--- src/rtl/dca_pkg.sv ---
// descriptor chain allocator: shared types and constants
// operation and status codes, state encoding and fixed field widths
// no dependencies
package dca_pkg;

    localparam int HEAD_W    = 4;
    localparam int IDX_OUT_W = 3;
    localparam int COUNT_W   = 4;
    localparam logic [COUNT_W-1:0] COUNT_MAX = 4'd15;

    typedef enum logic {
        OP_ALLOC = 1'b0,
        OP_FREE  = 1'b1
    } t_op;

    typedef enum logic [1:0] {
        STATUS_OK           = 2'd0,
        STATUS_NO_SPACE     = 2'd1,
        STATUS_RANGE        = 2'd2,
        STATUS_ALREADY_FREE = 2'd3
    } t_status;

    typedef enum logic [2:0] {
        ST_IDLE,
        ST_ALLOC_PICK,
        ST_ALLOC_LAST,
        ST_FREE_CHECK,
        ST_FREE_READ,
        ST_DONE
    } t_state;

endpackage

--- src/rtl/dca_intf.sv ---
// request and response channel interfaces of the descriptor chain allocator
// valid/ready handshake with the payload fields alongside
// depends on dca_pkg
interface dca_req_if;
    logic                          valid;
    logic                          ready;
    dca_pkg::t_op                  operation;
    logic [dca_pkg::HEAD_W-1:0]    head_index;

    modport source (output valid, output operation, output head_index, input ready);
    modport sink   (input valid, input operation, input head_index, output ready);
endinterface

interface dca_rsp_if;
    logic                          valid;
    logic                          ready;
    dca_pkg::t_status              status;
    logic [dca_pkg::IDX_OUT_W-1:0] first_index;
    logic [dca_pkg::IDX_OUT_W-1:0] second_index;
    logic [dca_pkg::IDX_OUT_W-1:0] third_index;
    logic [dca_pkg::COUNT_W-1:0]   freed_count;

    modport source (output valid, output status, output first_index, output second_index,
                    output third_index, output freed_count, input ready);
    modport sink   (input valid, input status, input first_index, input second_index,
                    input third_index, input freed_count, output ready);
endinterface

--- src/rtl/descriptor_chain_allocator_core.sv ---
// descriptor chain allocator top level
// free map in flip-flops, next links in a synchronous memory, one sequencer
// depends on dca_pkg and the channel interfaces in dca_intf.sv
//
// Usage:
//   i_req carries one request per transfer: allocate a chain of CHAIN_LENGTH
//   descriptors, or free the chain that starts at head_index. o_rsp returns one
//   response per request, in order, with the status, the allocated indices and
//   the number of descriptors released.
//   One request is worked on at a time. An allocate makes one priority pick per
//   cycle in the pick state, then writes the tail link and commits the free map
//   in the last state. A free visits each chain entry in a check state and then
//   a read state, which waits for the registered read of the link memory.
//   The response sits in an output register, so the next request is taken
//   while it waits; if the receiver stalls with a response already held, the
//   finished request waits in the done state and i_req.ready stays low.
//   Reset marks every descriptor free and empties the response register. The
//   link memory needs no clearing: a link is only read for an allocated entry,
//   and the allocate has always written it.
module descriptor_chain_allocator_core #(
    parameter int NUM_DESCRIPTORS = 8,
    parameter int CHAIN_LENGTH    = 3
) (
    input  logic           i_clk,
    input  logic           i_rst_n,
    dca_req_if.sink        i_req,
    dca_rsp_if.source      o_rsp
);

    localparam int IW  = $clog2(NUM_DESCRIPTORS);
    localparam int CUW = (IW > dca_pkg::HEAD_W) ? IW : dca_pkg::HEAD_W;
    localparam int SW  = $clog2(NUM_DESCRIPTORS + 1);
    localparam int PCW = $clog2(CHAIN_LENGTH + 1);
    localparam int PIW = (CHAIN_LENGTH > 1) ? $clog2(CHAIN_LENGTH) : 1;
    localparam int CW  = dca_pkg::COUNT_W;
    localparam int OW  = dca_pkg::IDX_OUT_W;

    dca_pkg::t_state  r_state, n_state;
    logic [NUM_DESCRIPTORS-1:0] r_free_map, n_free_map;
    logic [NUM_DESCRIPTORS-1:0] r_scan, n_scan;
    logic [IW-1:0]    r_pick [CHAIN_LENGTH];
    logic [IW-1:0]    n_pick [CHAIN_LENGTH];
    logic [PCW-1:0]   r_k, n_k;
    logic [CUW-1:0]   r_cur, n_cur;
    logic [CW-1:0]    r_count, n_count;
    logic [SW-1:0]    r_steps, n_steps;
    dca_pkg::t_op     r_op, n_op;
    dca_pkg::t_status r_status, n_status;

    logic             r_out_valid, n_out_valid;
    dca_pkg::t_status r_out_status, n_out_status;
    logic [OW-1:0]    r_out_first, n_out_first;
    logic [OW-1:0]    r_out_second, n_out_second;
    logic [OW-1:0]    r_out_third, n_out_third;
    logic [CW-1:0]    r_out_count, n_out_count;

    // link memory entry: {next flag, next index}
    logic [IW:0]      r_link_mem [NUM_DESCRIPTORS];
    logic [IW:0]      r_rd_data;
    logic             w_we;
    logic [IW-1:0]    w_waddr;
    logic [IW:0]      w_wdata;
    logic [IW-1:0]    w_raddr;

    logic [IW-1:0]    w_low_idx;
    logic             w_low_found;
    logic [IW-1:0]    w_cur_idx;
    logic             w_cur_oob;
    logic             w_out_free;
    logic [OW-1:0]    w_idx3 [3];

    assign w_cur_idx  = r_cur[IW-1:0];
    assign w_cur_oob  = ({1'b0, r_cur} >= (CUW + 1)'(NUM_DESCRIPTORS));
    assign w_raddr    = w_cur_idx;
    assign w_out_free = !r_out_valid || o_rsp.ready;

    // lowest free descriptor still unpicked
    always_comb begin
        w_low_idx   = '0;
        w_low_found = 1'b0;
        for (int i = NUM_DESCRIPTORS - 1; i >= 0; i--) begin
            if (r_scan[i]) begin
                w_low_idx   = IW'(i);
                w_low_found = 1'b1;
            end
        end
    end

    // picks masked to the three-bit response fields, zero where no pick exists
    for (genvar g = 0; g < 3; g++) begin : g_idx
        if (g < CHAIN_LENGTH) begin : g_pick
            logic [IW+2:0] w_ext;
            assign w_ext     = {3'b000, r_pick[g]};
            assign w_idx3[g] = w_ext[OW-1:0];
        end else begin : g_none
            assign w_idx3[g] = '0;
        end
    end

    // next state
    always_comb begin
        n_state = r_state;
        unique case (r_state)
            dca_pkg::ST_IDLE: begin
                if (i_req.valid) begin
                    n_state = (i_req.operation == dca_pkg::OP_ALLOC) ?
                              dca_pkg::ST_ALLOC_PICK : dca_pkg::ST_FREE_CHECK;
                end
            end
            dca_pkg::ST_ALLOC_PICK: begin
                if (!w_low_found) begin
                    n_state = dca_pkg::ST_DONE;
                end else if (r_k == PCW'(CHAIN_LENGTH - 1)) begin
                    n_state = dca_pkg::ST_ALLOC_LAST;
                end
            end
            dca_pkg::ST_ALLOC_LAST: begin
                n_state = dca_pkg::ST_DONE;
            end
            dca_pkg::ST_FREE_CHECK: begin
                if (w_cur_oob || r_free_map[w_cur_idx]) begin
                    n_state = dca_pkg::ST_DONE;
                end else begin
                    n_state = dca_pkg::ST_FREE_READ;
                end
            end
            dca_pkg::ST_FREE_READ: begin
                if (r_rd_data[IW] && r_steps != SW'(NUM_DESCRIPTORS)) begin
                    n_state = dca_pkg::ST_FREE_CHECK;
                end else begin
                    n_state = dca_pkg::ST_DONE;
                end
            end
            dca_pkg::ST_DONE: begin
                if (w_out_free) begin
                    n_state = dca_pkg::ST_IDLE;
                end
            end
            default: n_state = dca_pkg::ST_IDLE;
        endcase
    end

    // datapath and memory controls
    always_comb begin
        n_free_map   = r_free_map;
        n_scan       = r_scan;
        n_pick       = r_pick;
        n_k          = r_k;
        n_cur        = r_cur;
        n_count      = r_count;
        n_steps      = r_steps;
        n_op         = r_op;
        n_status     = r_status;
        n_out_status = r_out_status;
        n_out_first  = r_out_first;
        n_out_second = r_out_second;
        n_out_third  = r_out_third;
        n_out_count  = r_out_count;
        n_out_valid  = r_out_valid;
        w_we         = 1'b0;
        w_waddr      = r_pick[0];
        w_wdata      = '0;
        if (o_rsp.valid && o_rsp.ready) begin
            n_out_valid = 1'b0;
        end
        unique case (r_state)
            dca_pkg::ST_IDLE: begin
                if (i_req.valid) begin
                    n_op     = i_req.operation;
                    n_scan   = r_free_map;
                    n_k      = '0;
                    n_cur    = CUW'(i_req.head_index);
                    n_count  = '0;
                    n_steps  = '0;
                    n_status = dca_pkg::STATUS_OK;
                end
            end
            dca_pkg::ST_ALLOC_PICK: begin
                if (!w_low_found) begin
                    n_status = dca_pkg::STATUS_NO_SPACE;
                end else begin
                    n_pick[r_k[PIW-1:0]] = w_low_idx;
                    n_scan[w_low_idx]    = 1'b0;
                    n_k                  = r_k + 1'b1;
                    // link the previous pick to this one; harmless if the
                    // allocate later fails, as the entry stays free
                    if (r_k != '0) begin
                        w_we    = 1'b1;
                        w_waddr = r_pick[PIW'(r_k - 1'b1)];
                        w_wdata = {1'b1, w_low_idx};
                    end
                end
            end
            dca_pkg::ST_ALLOC_LAST: begin
                w_we       = 1'b1;
                w_waddr    = r_pick[CHAIN_LENGTH-1];
                w_wdata    = '0;
                n_free_map = r_scan;
                n_status   = dca_pkg::STATUS_OK;
            end
            dca_pkg::ST_FREE_CHECK: begin
                if (w_cur_oob) begin
                    n_status = dca_pkg::STATUS_RANGE;
                end else if (r_free_map[w_cur_idx]) begin
                    n_status = dca_pkg::STATUS_ALREADY_FREE;
                end else begin
                    n_free_map[w_cur_idx] = 1'b1;
                    n_count = (r_count == dca_pkg::COUNT_MAX) ? r_count : r_count + 1'b1;
                    n_steps = r_steps + 1'b1;
                end
            end
            dca_pkg::ST_FREE_READ: begin
                n_cur = CUW'(r_rd_data[IW-1:0]);
            end
            dca_pkg::ST_DONE: begin
                if (w_out_free) begin
                    n_out_valid  = 1'b1;
                    n_out_status = r_status;
                    if (r_op == dca_pkg::OP_ALLOC && r_status == dca_pkg::STATUS_OK) begin
                        n_out_first  = w_idx3[0];
                        n_out_second = w_idx3[1];
                        n_out_third  = w_idx3[2];
                    end else begin
                        n_out_first  = '0;
                        n_out_second = '0;
                        n_out_third  = '0;
                    end
                    n_out_count = (r_op == dca_pkg::OP_FREE) ? r_count : '0;
                end
            end
            default: begin
            end
        endcase
    end

    always_ff @(posedge i_clk) begin
        if (!i_rst_n) begin
            r_state     <= dca_pkg::ST_IDLE;
            r_free_map  <= '1;
            r_out_valid <= 1'b0;
        end else begin
            r_state     <= n_state;
            r_free_map  <= n_free_map;
            r_out_valid <= n_out_valid;
        end
    end

    always_ff @(posedge i_clk) begin
        r_scan       <= n_scan;
        r_pick       <= n_pick;
        r_k          <= n_k;
        r_cur        <= n_cur;
        r_count      <= n_count;
        r_steps      <= n_steps;
        r_op         <= n_op;
        r_status     <= n_status;
        r_out_status <= n_out_status;
        r_out_first  <= n_out_first;
        r_out_second <= n_out_second;
        r_out_third  <= n_out_third;
        r_out_count  <= n_out_count;
    end

    // link memory, one write and one registered read per cycle
    always_ff @(posedge i_clk) begin
        if (w_we) begin
            r_link_mem[w_waddr] <= w_wdata;
        end
        r_rd_data <= r_link_mem[w_raddr];
    end

    assign i_req.ready        = (r_state == dca_pkg::ST_IDLE);
    assign o_rsp.valid        = r_out_valid;
    assign o_rsp.status       = r_out_status;
    assign o_rsp.first_index  = r_out_first;
    assign o_rsp.second_index = r_out_second;
    assign o_rsp.third_index  = r_out_third;
    assign o_rsp.freed_count  = r_out_count;

`ifndef SYNTHESIS
    a_alloc_picks: assert property (@(posedge i_clk) disable iff (!i_rst_n)
        (r_state == dca_pkg::ST_ALLOC_LAST) |->
        ($countones(r_free_map) - $countones(r_scan) == CHAIN_LENGTH))
        else $error("allocate did not take exactly one chain of descriptors");

    a_free_one_step: assert property (@(posedge i_clk) disable iff (!i_rst_n)
        (r_state == dca_pkg::ST_FREE_READ) |->
        ($countones(r_free_map) == $countones($past(r_free_map)) + 1))
        else $error("free step did not release exactly one descriptor");

    a_no_space_real: assert property (@(posedge i_clk) disable iff (!i_rst_n)
        (r_state == dca_pkg::ST_DONE && r_op == dca_pkg::OP_ALLOC &&
         r_status == dca_pkg::STATUS_NO_SPACE) |->
        ($countones(r_free_map) < CHAIN_LENGTH))
        else $error("no space reported with enough free descriptors");

    a_link_in_range: assert property (@(posedge i_clk) disable iff (!i_rst_n)
        (r_state == dca_pkg::ST_FREE_READ && r_rd_data[IW]) |->
        ({1'b0, r_rd_data[IW-1:0]} < (IW + 1)'(NUM_DESCRIPTORS)))
        else $error("allocated entry holds a link past the descriptor count");
`endif

endmodule
--- src/flat_wrapper.sv ---
// flat-port wrapper written by rule: the top's interface ports become plain ports
module descriptor_chain_allocator_core_flat 
#(
    parameter int NUM_DESCRIPTORS = 8,
    parameter int CHAIN_LENGTH    = 3
)
  (i_clk, i_rst_n, i_req_valid, i_req_operation, i_req_head_index, i_req_ready, o_rsp_valid, o_rsp_status, o_rsp_first_index, o_rsp_second_index, o_rsp_third_index, o_rsp_freed_count, o_rsp_ready);
  dca_req_if i_req_i ();
  dca_rsp_if o_rsp_i ();
  input  logic i_clk;
  input  logic i_rst_n;
  input wire logic [$bits(i_req_i.valid)-1:0] i_req_valid;
  input wire logic [$bits(i_req_i.operation)-1:0] i_req_operation;
  input wire logic [$bits(i_req_i.head_index)-1:0] i_req_head_index;
  output wire logic [$bits(i_req_i.ready)-1:0] i_req_ready;
  output wire logic [$bits(o_rsp_i.valid)-1:0] o_rsp_valid;
  output wire logic [$bits(o_rsp_i.status)-1:0] o_rsp_status;
  output wire logic [$bits(o_rsp_i.first_index)-1:0] o_rsp_first_index;
  output wire logic [$bits(o_rsp_i.second_index)-1:0] o_rsp_second_index;
  output wire logic [$bits(o_rsp_i.third_index)-1:0] o_rsp_third_index;
  output wire logic [$bits(o_rsp_i.freed_count)-1:0] o_rsp_freed_count;
  input wire logic [$bits(o_rsp_i.ready)-1:0] o_rsp_ready;
  assign i_req_i.valid = i_req_valid;
  assign i_req_i.operation = i_req_operation;
  assign i_req_i.head_index = i_req_head_index;
  assign i_req_ready = i_req_i.ready;
  assign o_rsp_valid = o_rsp_i.valid;
  assign o_rsp_status = o_rsp_i.status;
  assign o_rsp_first_index = o_rsp_i.first_index;
  assign o_rsp_second_index = o_rsp_i.second_index;
  assign o_rsp_third_index = o_rsp_i.third_index;
  assign o_rsp_freed_count = o_rsp_i.freed_count;
  assign o_rsp_i.ready = o_rsp_ready;
  descriptor_chain_allocator_core #(.NUM_DESCRIPTORS(NUM_DESCRIPTORS), .CHAIN_LENGTH(CHAIN_LENGTH)) u_core (.i_clk(i_clk), .i_rst_n(i_rst_n), .i_req(i_req_i), .o_rsp(o_rsp_i));
endmodule
--- config.mk ---
export PLATFORM = sky130hd
export DESIGN_NAME = descriptor_chain_allocator_core_flat
export DESIGN_NICKNAME = d
export VERILOG_FILES = /design/src/rtl/dca_pkg.sv /design/src/rtl/dca_intf.sv /design/src/rtl/descriptor_chain_allocator_core.sv /design/src/flat_wrapper.sv
export SDC_FILE = /design/constraint.sdc
export NUM_CORES = 1
export LEC_CHECK = 0
export BUFFER_PORTS_ARGS = -buffer_cell sky130_fd_sc_hd__buf_2
export CAP_MARGIN = 20
export CORE_MARGIN = 2
export CORE_UTILIZATION = 40
export CTS_CLUSTER_SIZE = 16
export DETAILED_ROUTE_END_ITERATION = 6
export PLACE_DENSITY = 0.64
export REMOVE_ABC_BUFFERS = 1
export SLEW_MARGIN = 20
export SYNTH_ARGS = -nofsm -noshare
export SYNTH_HDL_FRONTEND = slang
export SYNTH_SLANG_ARGS = --single-unit
--- constraint.sdc ---
create_clock -name i_clk -period 5 [get_ports i_clk]
set_clock_uncertainty 0.05 [all_clocks]
set_input_delay 0.75 -clock i_clk [delete_from_list [all_inputs] [get_ports i_clk]]
set_output_delay 0.75 -clock i_clk [all_outputs]
set_load 0.01 [all_outputs]
==> results.py, run 1 <==
metrics = {
    "run_status": {
        "status": "completed",
    },
    "synthesis": {
        "synth-compound-area-share": 0.115,
        "ys.flop_type": "edfxtp_1",
        "synth-edff-count": 81,
        "yosys.area.top_type": "edfxtp_1",
        "yosysTopAreaCellShare": 0.555,
        "synthMuxAreaShare": 0.0503,
        "ys_ff_latch": 97,
        "yosys_warnings": 0,
        "synthSimpleGateAreaFrac": 0.149,
        "netlist_instances": 366,
        "synth_top_family_by_area": "simple AND/OR/NAND/NOR gates",
        "syn_area_um2": 4380,
        "yosys-top-cells-area": "edfxtp_1, dfxtp_1, nand2_1",
        "seq_area_frac_synth": 0.629,
        "yosysUniqueCellTypes": 52,
        "avgSynthCellArea_um2": 12.0,
        "synth_xor_xnor_area_share": 0.00800,
        "yosys.area_share.adder": 0.0171,
        "synthArstFlopShare": 0,
    },
    "final_layout": {
        "drive_gt1_frac": 0.149,
        "final_common_cell": "edfxtp_1",
        "diodes": 0,
        "nNetsFinal": 400,
        "final_cell_mix": "edfxtp_1, nand2_1, nor2_1",
        "syn_to_final_growth_pct": 9.80,
        "fillers": 1000,
    },
    "worst_hold_path": {
        "hp-class": "reg2reg",
    },
    "sta": {
        "rsz0062_at_grt": "false",
        "finalCritPeriodShare": 0.662,
        "hold_viol": 0,
        "finalSetupViolCount": 0,
        "tightest_slew_ns": 0.830,
        "tns_ns": 0,
        "slew_headroom": 0.433,
        "clock.fmax_ghz": 0.302,
        "fin_crit_ns": 3.31,
        "drv_slew": 0,
    },
    "cts": {
        "clkLatencyLatePin_ns": 0.36,
        "numCtsBuffers": 9,
        "cts_tree": "yes",
        "cts_resized": 0,
        "cts_htree_levels": 3,
        "clock-sinks": 97,
        "hold_buffers": 0,
        "clk_path_buf_depth": 2,
        "cts_setup_buffers": 0,
        "cts.reportedPaths.clkPinSlew_ns": 0.10,
        "cts-root-buf": "clkbuf_8",
    },
    "grt": {
        "grt_first_pass_wirelength_mm": 14.9,
        "grt_usage": 0.167,
        "grt_max_degree": 22,
        "overflow": 0,
        "grt_antenna_before_repair": 0,
        "first_global_vias": 2853,
    },
    "setup_path": {
        "endpoint_kind": "flip-flop",
        "required_ns": 4.96,
        "cp_cell_sequence": "or3b_2 -> a21o_1 -> nor2_1 -> o21ai_0 -> nor3_1",
        "critPathArrivalTime_ns": 3.27,
        "crit_path_start_kind": "flip-flop",
        "critPathMaxFanout": 21,
        "cpPeakStageDelay_ns": 0.68,
        "critical_path_class": "reg2reg",
        "cpMaxStageDelayCell": "or3b_2",
    },
    "place": {
        "gp_congestion": 0.873,
        "dp_hpwl_mm": 6.75,
        "placement.io_buffers": 25,
    },
    "routing": {
        "detail_route.iter0.violations": 259,
        "drcViolationCount": 0,
        "dr_total_vias": 2942,
        "final_antenna_net_count": 0,
        "vias_per_cell": 5.55,
        "wl_mm": 9.26,
        "dr.pass1.iters": 5,
        "avgRoutedWirePerCell_um": 17.5,
    },
    "power_and_ir_drop": {
        "cellPowerDensity_nw_per_um2": 468,
        "comb_power_share": 0.248,
        "switchingPower_uw": 781,
        "pwr-share-seq": 0.537,
        "switching_share": 0.347,
        "p_leak_nw": 1.73,
        "peakVddDrop_v": 0.000177,
        "finalPower_mw": 2.25,
        "p_int_mw": 1.47,
        "power.share.clock": 0.215,
    },
    "die": {
        "num_rows": 38,
        "start_util": 0.408,
        "die_w_um": 109,
        "die-area_um2": 11800,
        "core_um2": 10700,
        "die_y_um": 109,
        "io_pins": 26,
    },
    "job": {
        "drv_cap": 0,
    },
}
[flip-flops by register name, indices dropped and copies added (netlist names)]
name and flops:
u_core.r_scan 8, u_core.r_state 3, u_core.r_cur 4, u_core.r_steps 4
u_core.r_k 2, u_core.o_rsp.third_index 3, u_core.o_rsp.freed_count 4, u_core.r_link_mem 32
u_core.g_idx.g_pick.w_ext 9, u_core.o_rsp.status 2, u_core.r_count 4, u_core.o_rsp.second_index 3
u_core.o_rsp.first_index 3, u_core.r_op 1, u_core.r_rd_data 4, u_core.r_free_map 8
u_core.o_rsp.valid 1, u_core.r_status 2
[cells by family after synthesis]
logic type | Yosys count
AO/OA/AOI/OAI | 75
XOR/XNOR | 4
adder cells (fa/ha/maj) | 6
buffers and inverters | 35
flip-flops | 97
multiplexers | 15
AND/OR/NAND/NOR | 134
[synthesized netlist by cell type, types with 3 or more instances]
library cell,n
a21oi_1,14
nor4_1,5
edfxtp_1,81
o21ai_1,7
inv_1,13
nand3_1,8
and2_1,22
mux2_1,4
a31oi_1,6
nor2_1,32
dfxtp_1,16
o22ai_1,3
o21ai_0,15
mux4_2,5
nor3_1,15
o21a_1,3
clkbuf_1,18
mux2i_1,4
a21o_1,3
nand2_1,38
and3_1,3
o31ai_1,5
ha_1,6
a221oi_1,4
[metal layers]
layer	vias to the layer above	wire length, µm	track usage
met4	0	311	0.0824
li1	1391	-	-
met3	22	544	0.0329
met5	-	0	0
met1	1416	4080	0.225
met2	113	4320	0.260
[stage by stage]
step,util,hold WS (ns),worst slack (ns),area (µm²),std cells
floorplan,-,0.378,2.33,4290,345
global placement,0.430,0.392,1.85,4620,514
detailed placement,0.430,0.405,1.75,4620,514
CTS,0.447,0.415,1.74,4810,530
global route,0.447,0.433,1.42,4810,530
finish,0.447,0.412,1.69,4810,530
[worst max-delay path, delay by kind of cell (launching register included)]
kind,cells,cell delay (ns)
compound gates,2,0.62
flops,1,0.55
simple gates,3,1.73
[power groups by stage]
| stage | registers, mW | logic (mW) | clock network, mW |
|---|---|---|---|
| final | 1.21 | 0.559 | 0.484 |
| after global routing | 1.23 | 0.626 | 0.525 |
| after floorplan | 1.18 | 0.398 | 0 |
| after CTS | 1.20 | 0.556 | 0.493 |
| after global placement | 1.22 | 0.541 | 0 |
| after detailed placement | 1.22 | 0.554 | 0 |
[path summary, 6_finish.rpt]
path                      start  cells past startpoint                       to  slack (ns)
max           u_core.r_state[0]                      5  u_core.r_link_mem[2][1]        1.69
max reg2reg   u_core.r_state[0]                      5  u_core.r_link_mem[2][1]        1.69
min          u_core.r_status[1]                      0   u_core.o_rsp.status[1]        0.41
min reg2reg  u_core.r_status[1]                      0   u_core.o_rsp.status[1]        0.41
[layout make-up]
cell class                 instances  area (µm²)  area share
tap                              140         175      0.0364
timing repair buffer              29         155      0.0323
clock inverter                     5        42.5     0.00885
clock buffer                      11         141      0.0294
multi-input combinational        234        1490       0.310
sequential                        97        2750       0.572
inverter                          14        52.6      0.0109
Note: power is estimated with default switching activity, not from simulation.
==> run 2: changes to the inputs <==
--- a/config.mk
+++ b/config.mk
@@ -11,7 +11,7 @@
 export CORE_UTILIZATION = 40
 export CTS_CLUSTER_SIZE = 16
 export DETAILED_ROUTE_END_ITERATION = 6
-export PLACE_DENSITY = 0.64
+export PLACE_DENSITY = 0.66
 export REMOVE_ABC_BUFFERS = 1
 export SLEW_MARGIN = 20
 export SYNTH_ARGS = -nofsm -noshare
==> constraint.sdc (replaced) <==
create_clock -name i_clk -period 3 [get_ports i_clk]
set_clock_uncertainty 0.05 [all_clocks]
set_input_delay 0.45 -clock i_clk [delete_from_list [all_inputs] [get_ports i_clk]]
set_output_delay 0.45 -clock i_clk [all_outputs]
set_load 0.01 [all_outputs]
==> run 2 against run 1 <==
Via count grew 2.5%. Clock power up 74%. Non-clock buffer count rose by 17. Critical path type unchanged.
==> results.py, run 2 (same netlist as run 1, synthesis figures left out) <==
metrics = {
    "die": {
        "num_rows": 38,
        "core_um2": 10700,
        "die_w_um": 109,
        "io_pins": 26,
        "die-area_um2": 11800,
        "die_y_um": 109,
        "start_util": 0.408,
    },
    "grt": {
        "grt_max_degree": 20,
        "first_global_vias": 2836,
        "grt_first_pass_wirelength_mm": 15.3,
        "overflow": 0,
        "grt_antenna_before_repair": 0,
        "grt_usage": 0.173,
    },
    "final_layout": {
        "drive_gt1_frac": 0.179,
        "nNetsFinal": 417,
        "final_common_cell": "edfxtp_1",
        "largest_register_ffs": 32,
        "multi_input_area_um2": 1490,
        "final_cell_mix": "edfxtp_1, nand2_1, nor2_1",
        "diodes": 0,
        "fillers": 985,
        "ff_latch_area_um2": 2750,
        "top_register": "u_core.r_link_mem",
        "syn_to_final_growth_pct": 12.9,
    },
    "routing": {
        "vias_per_cell": 5.51,
        "final_antenna_net_count": 0,
        "detail_route.iter0.violations": 289,
        "avgRoutedWirePerCell_um": 17.5,
        "dr.pass1.iters": 5,
        "wl_mm": 9.57,
        "dr_total_vias": 3016,
        "drcViolationCount": 0,
    },
    "setup_path": {
        "cpPeakStageDelay_ns": 0.61,
        "crit_path_start_kind": "flip-flop",
        "critPathMaxFanout": 7,
        "critical_path_class": "reg2reg",
        "required_ns": 2.95,
        "endpoint_kind": "flip-flop",
        "critPathArrivalTime_ns": 2.62,
        "critPathTopFamily": "simple AND/OR/NAND/NOR gates",
        "cp.buffers_inverters": 1,
        "cpMaxStageDelayCell": "nor3_1",
        "cp_cell_sequence": "nor4_2 -> buf_4 -> a21oi_2 -> nor2_1 -> a221oi_1 -> nor3_1",
    },
    "cts": {
        "cts_resized": 0,
        "hold_buffers": 0,
        "cts_htree_levels": 3,
        "clock-sinks": 97,
        "cts_tree": "yes",
        "numCtsBuffers": 9,
        "cts_setup_buffers": 0,
        "clkLatencyLatePin_ns": 0.37,
        "cts-root-buf": "clkbuf_8",
        "cts.reportedPaths.clkPinSlew_ns": 0.10,
        "clk_path_buf_depth": 2,
    },
    "sta": {
        "clock.fmax_ghz": 0.375,
        "hold_slack_ns": 0.233,
        "slew_headroom": 0.544,
        "rsz0062_at_grt": "false",
        "finalCritPeriodShare": 0.888,
        "drv_slew": 0,
        "fin_crit_ns": 2.67,
        "tns_ns": 0,
        "tightest_slew_ns": 0.678,
        "hold_viol": 0,
        "finalSetupViolCount": 0,
    },
    "run_status": {
        "status": "completed",
    },
    "place": {
        "placement.io_buffers": 25,
        "gp_congestion": 0.895,
        "dp_hpwl_mm": 6.99,
    },
    "worst_hold_path": {
        "hp-class": "in2reg",
    },
    "power_and_ir_drop": {
        "cellPowerDensity_nw_per_um2": 779,
        "peakVddDrop_v": 0.000306,
        "p_leak_nw": 1.82,
    },
    "job": {
        "drv_cap": 0,
    },
}
[run 2: power by group]
group          internal [mW]  total (mW)  leakage (nW)  switching, mW
Clock                  0.392       0.844        0.0941          0.451
Sequential              1.77        1.95         0.892          0.183
Combinational          0.402        1.06         0.836          0.658
Total                   2.56        3.85          1.82           1.29
[run 2: final timing paths]
path | from | slack [ns] | cells past startpoint | to
max | u_core.r_scan[5] | 0.33 | 6 | u_core.r_link_mem[7][1]
min | i_req_operation | 0.23 | 1 | u_core.r_op
max reg2reg | u_core.r_scan[5] | 0.33 | 6 | u_core.r_link_mem[7][1]
min reg2reg | u_core.r_status[1] | 0.42 | 0 | u_core.o_rsp.status[1]
[run 2: routing by layer]
layer | track usage | vias to the layer above | share of wire
li1 | - | 1428 | -
met1 | 0.225 | 1455 | 0.44
met2 | 0.288 | 109 | 0.48
met3 | 0.0424 | 24 | 0.057
met4 | 0.0549 | 0 | 0.021
met5 | 0 | - | 0
[run 2: metrics by stage]
stage / worst slack, ns / cell area [µm²] / utilization / total power, mW / instances
global route: 0.154 / 4940 / 0.460 / 4.08 / 547
CTS: 0.332 / 4940 / 0.460 / 3.86 / 547
global placement: 0.488 / 4750 / 0.442 / 2.98 / 531
detailed placement: 0.339 / 4750 / 0.442 / 3.02 / 531
floorplan: 0.326 / 4290 / - / 2.63 / 345
finish: 0.335 / 4940 / 0.460 / 3.85 / 547
[run 2: final cells by class]
class	count	share of cell area
clock buffer	11	0.0266
clock inverter	5	0.0129
inverter	14	0.0106
multi-input combinational	234	0.301
sequential	97	0.557
tap	140	0.0354
timing repair buffer	46	0.0572
[run 2: worst register-to-register path, cell delays in order, from the launching register on]
cell and delay (ns):
edfxtp_1 0.51, nor4_2 0.41, buf_4 0.20, a21oi_2 0.08, nor2_1 0.26, a221oi_1 0.20
nor3_1 0.61
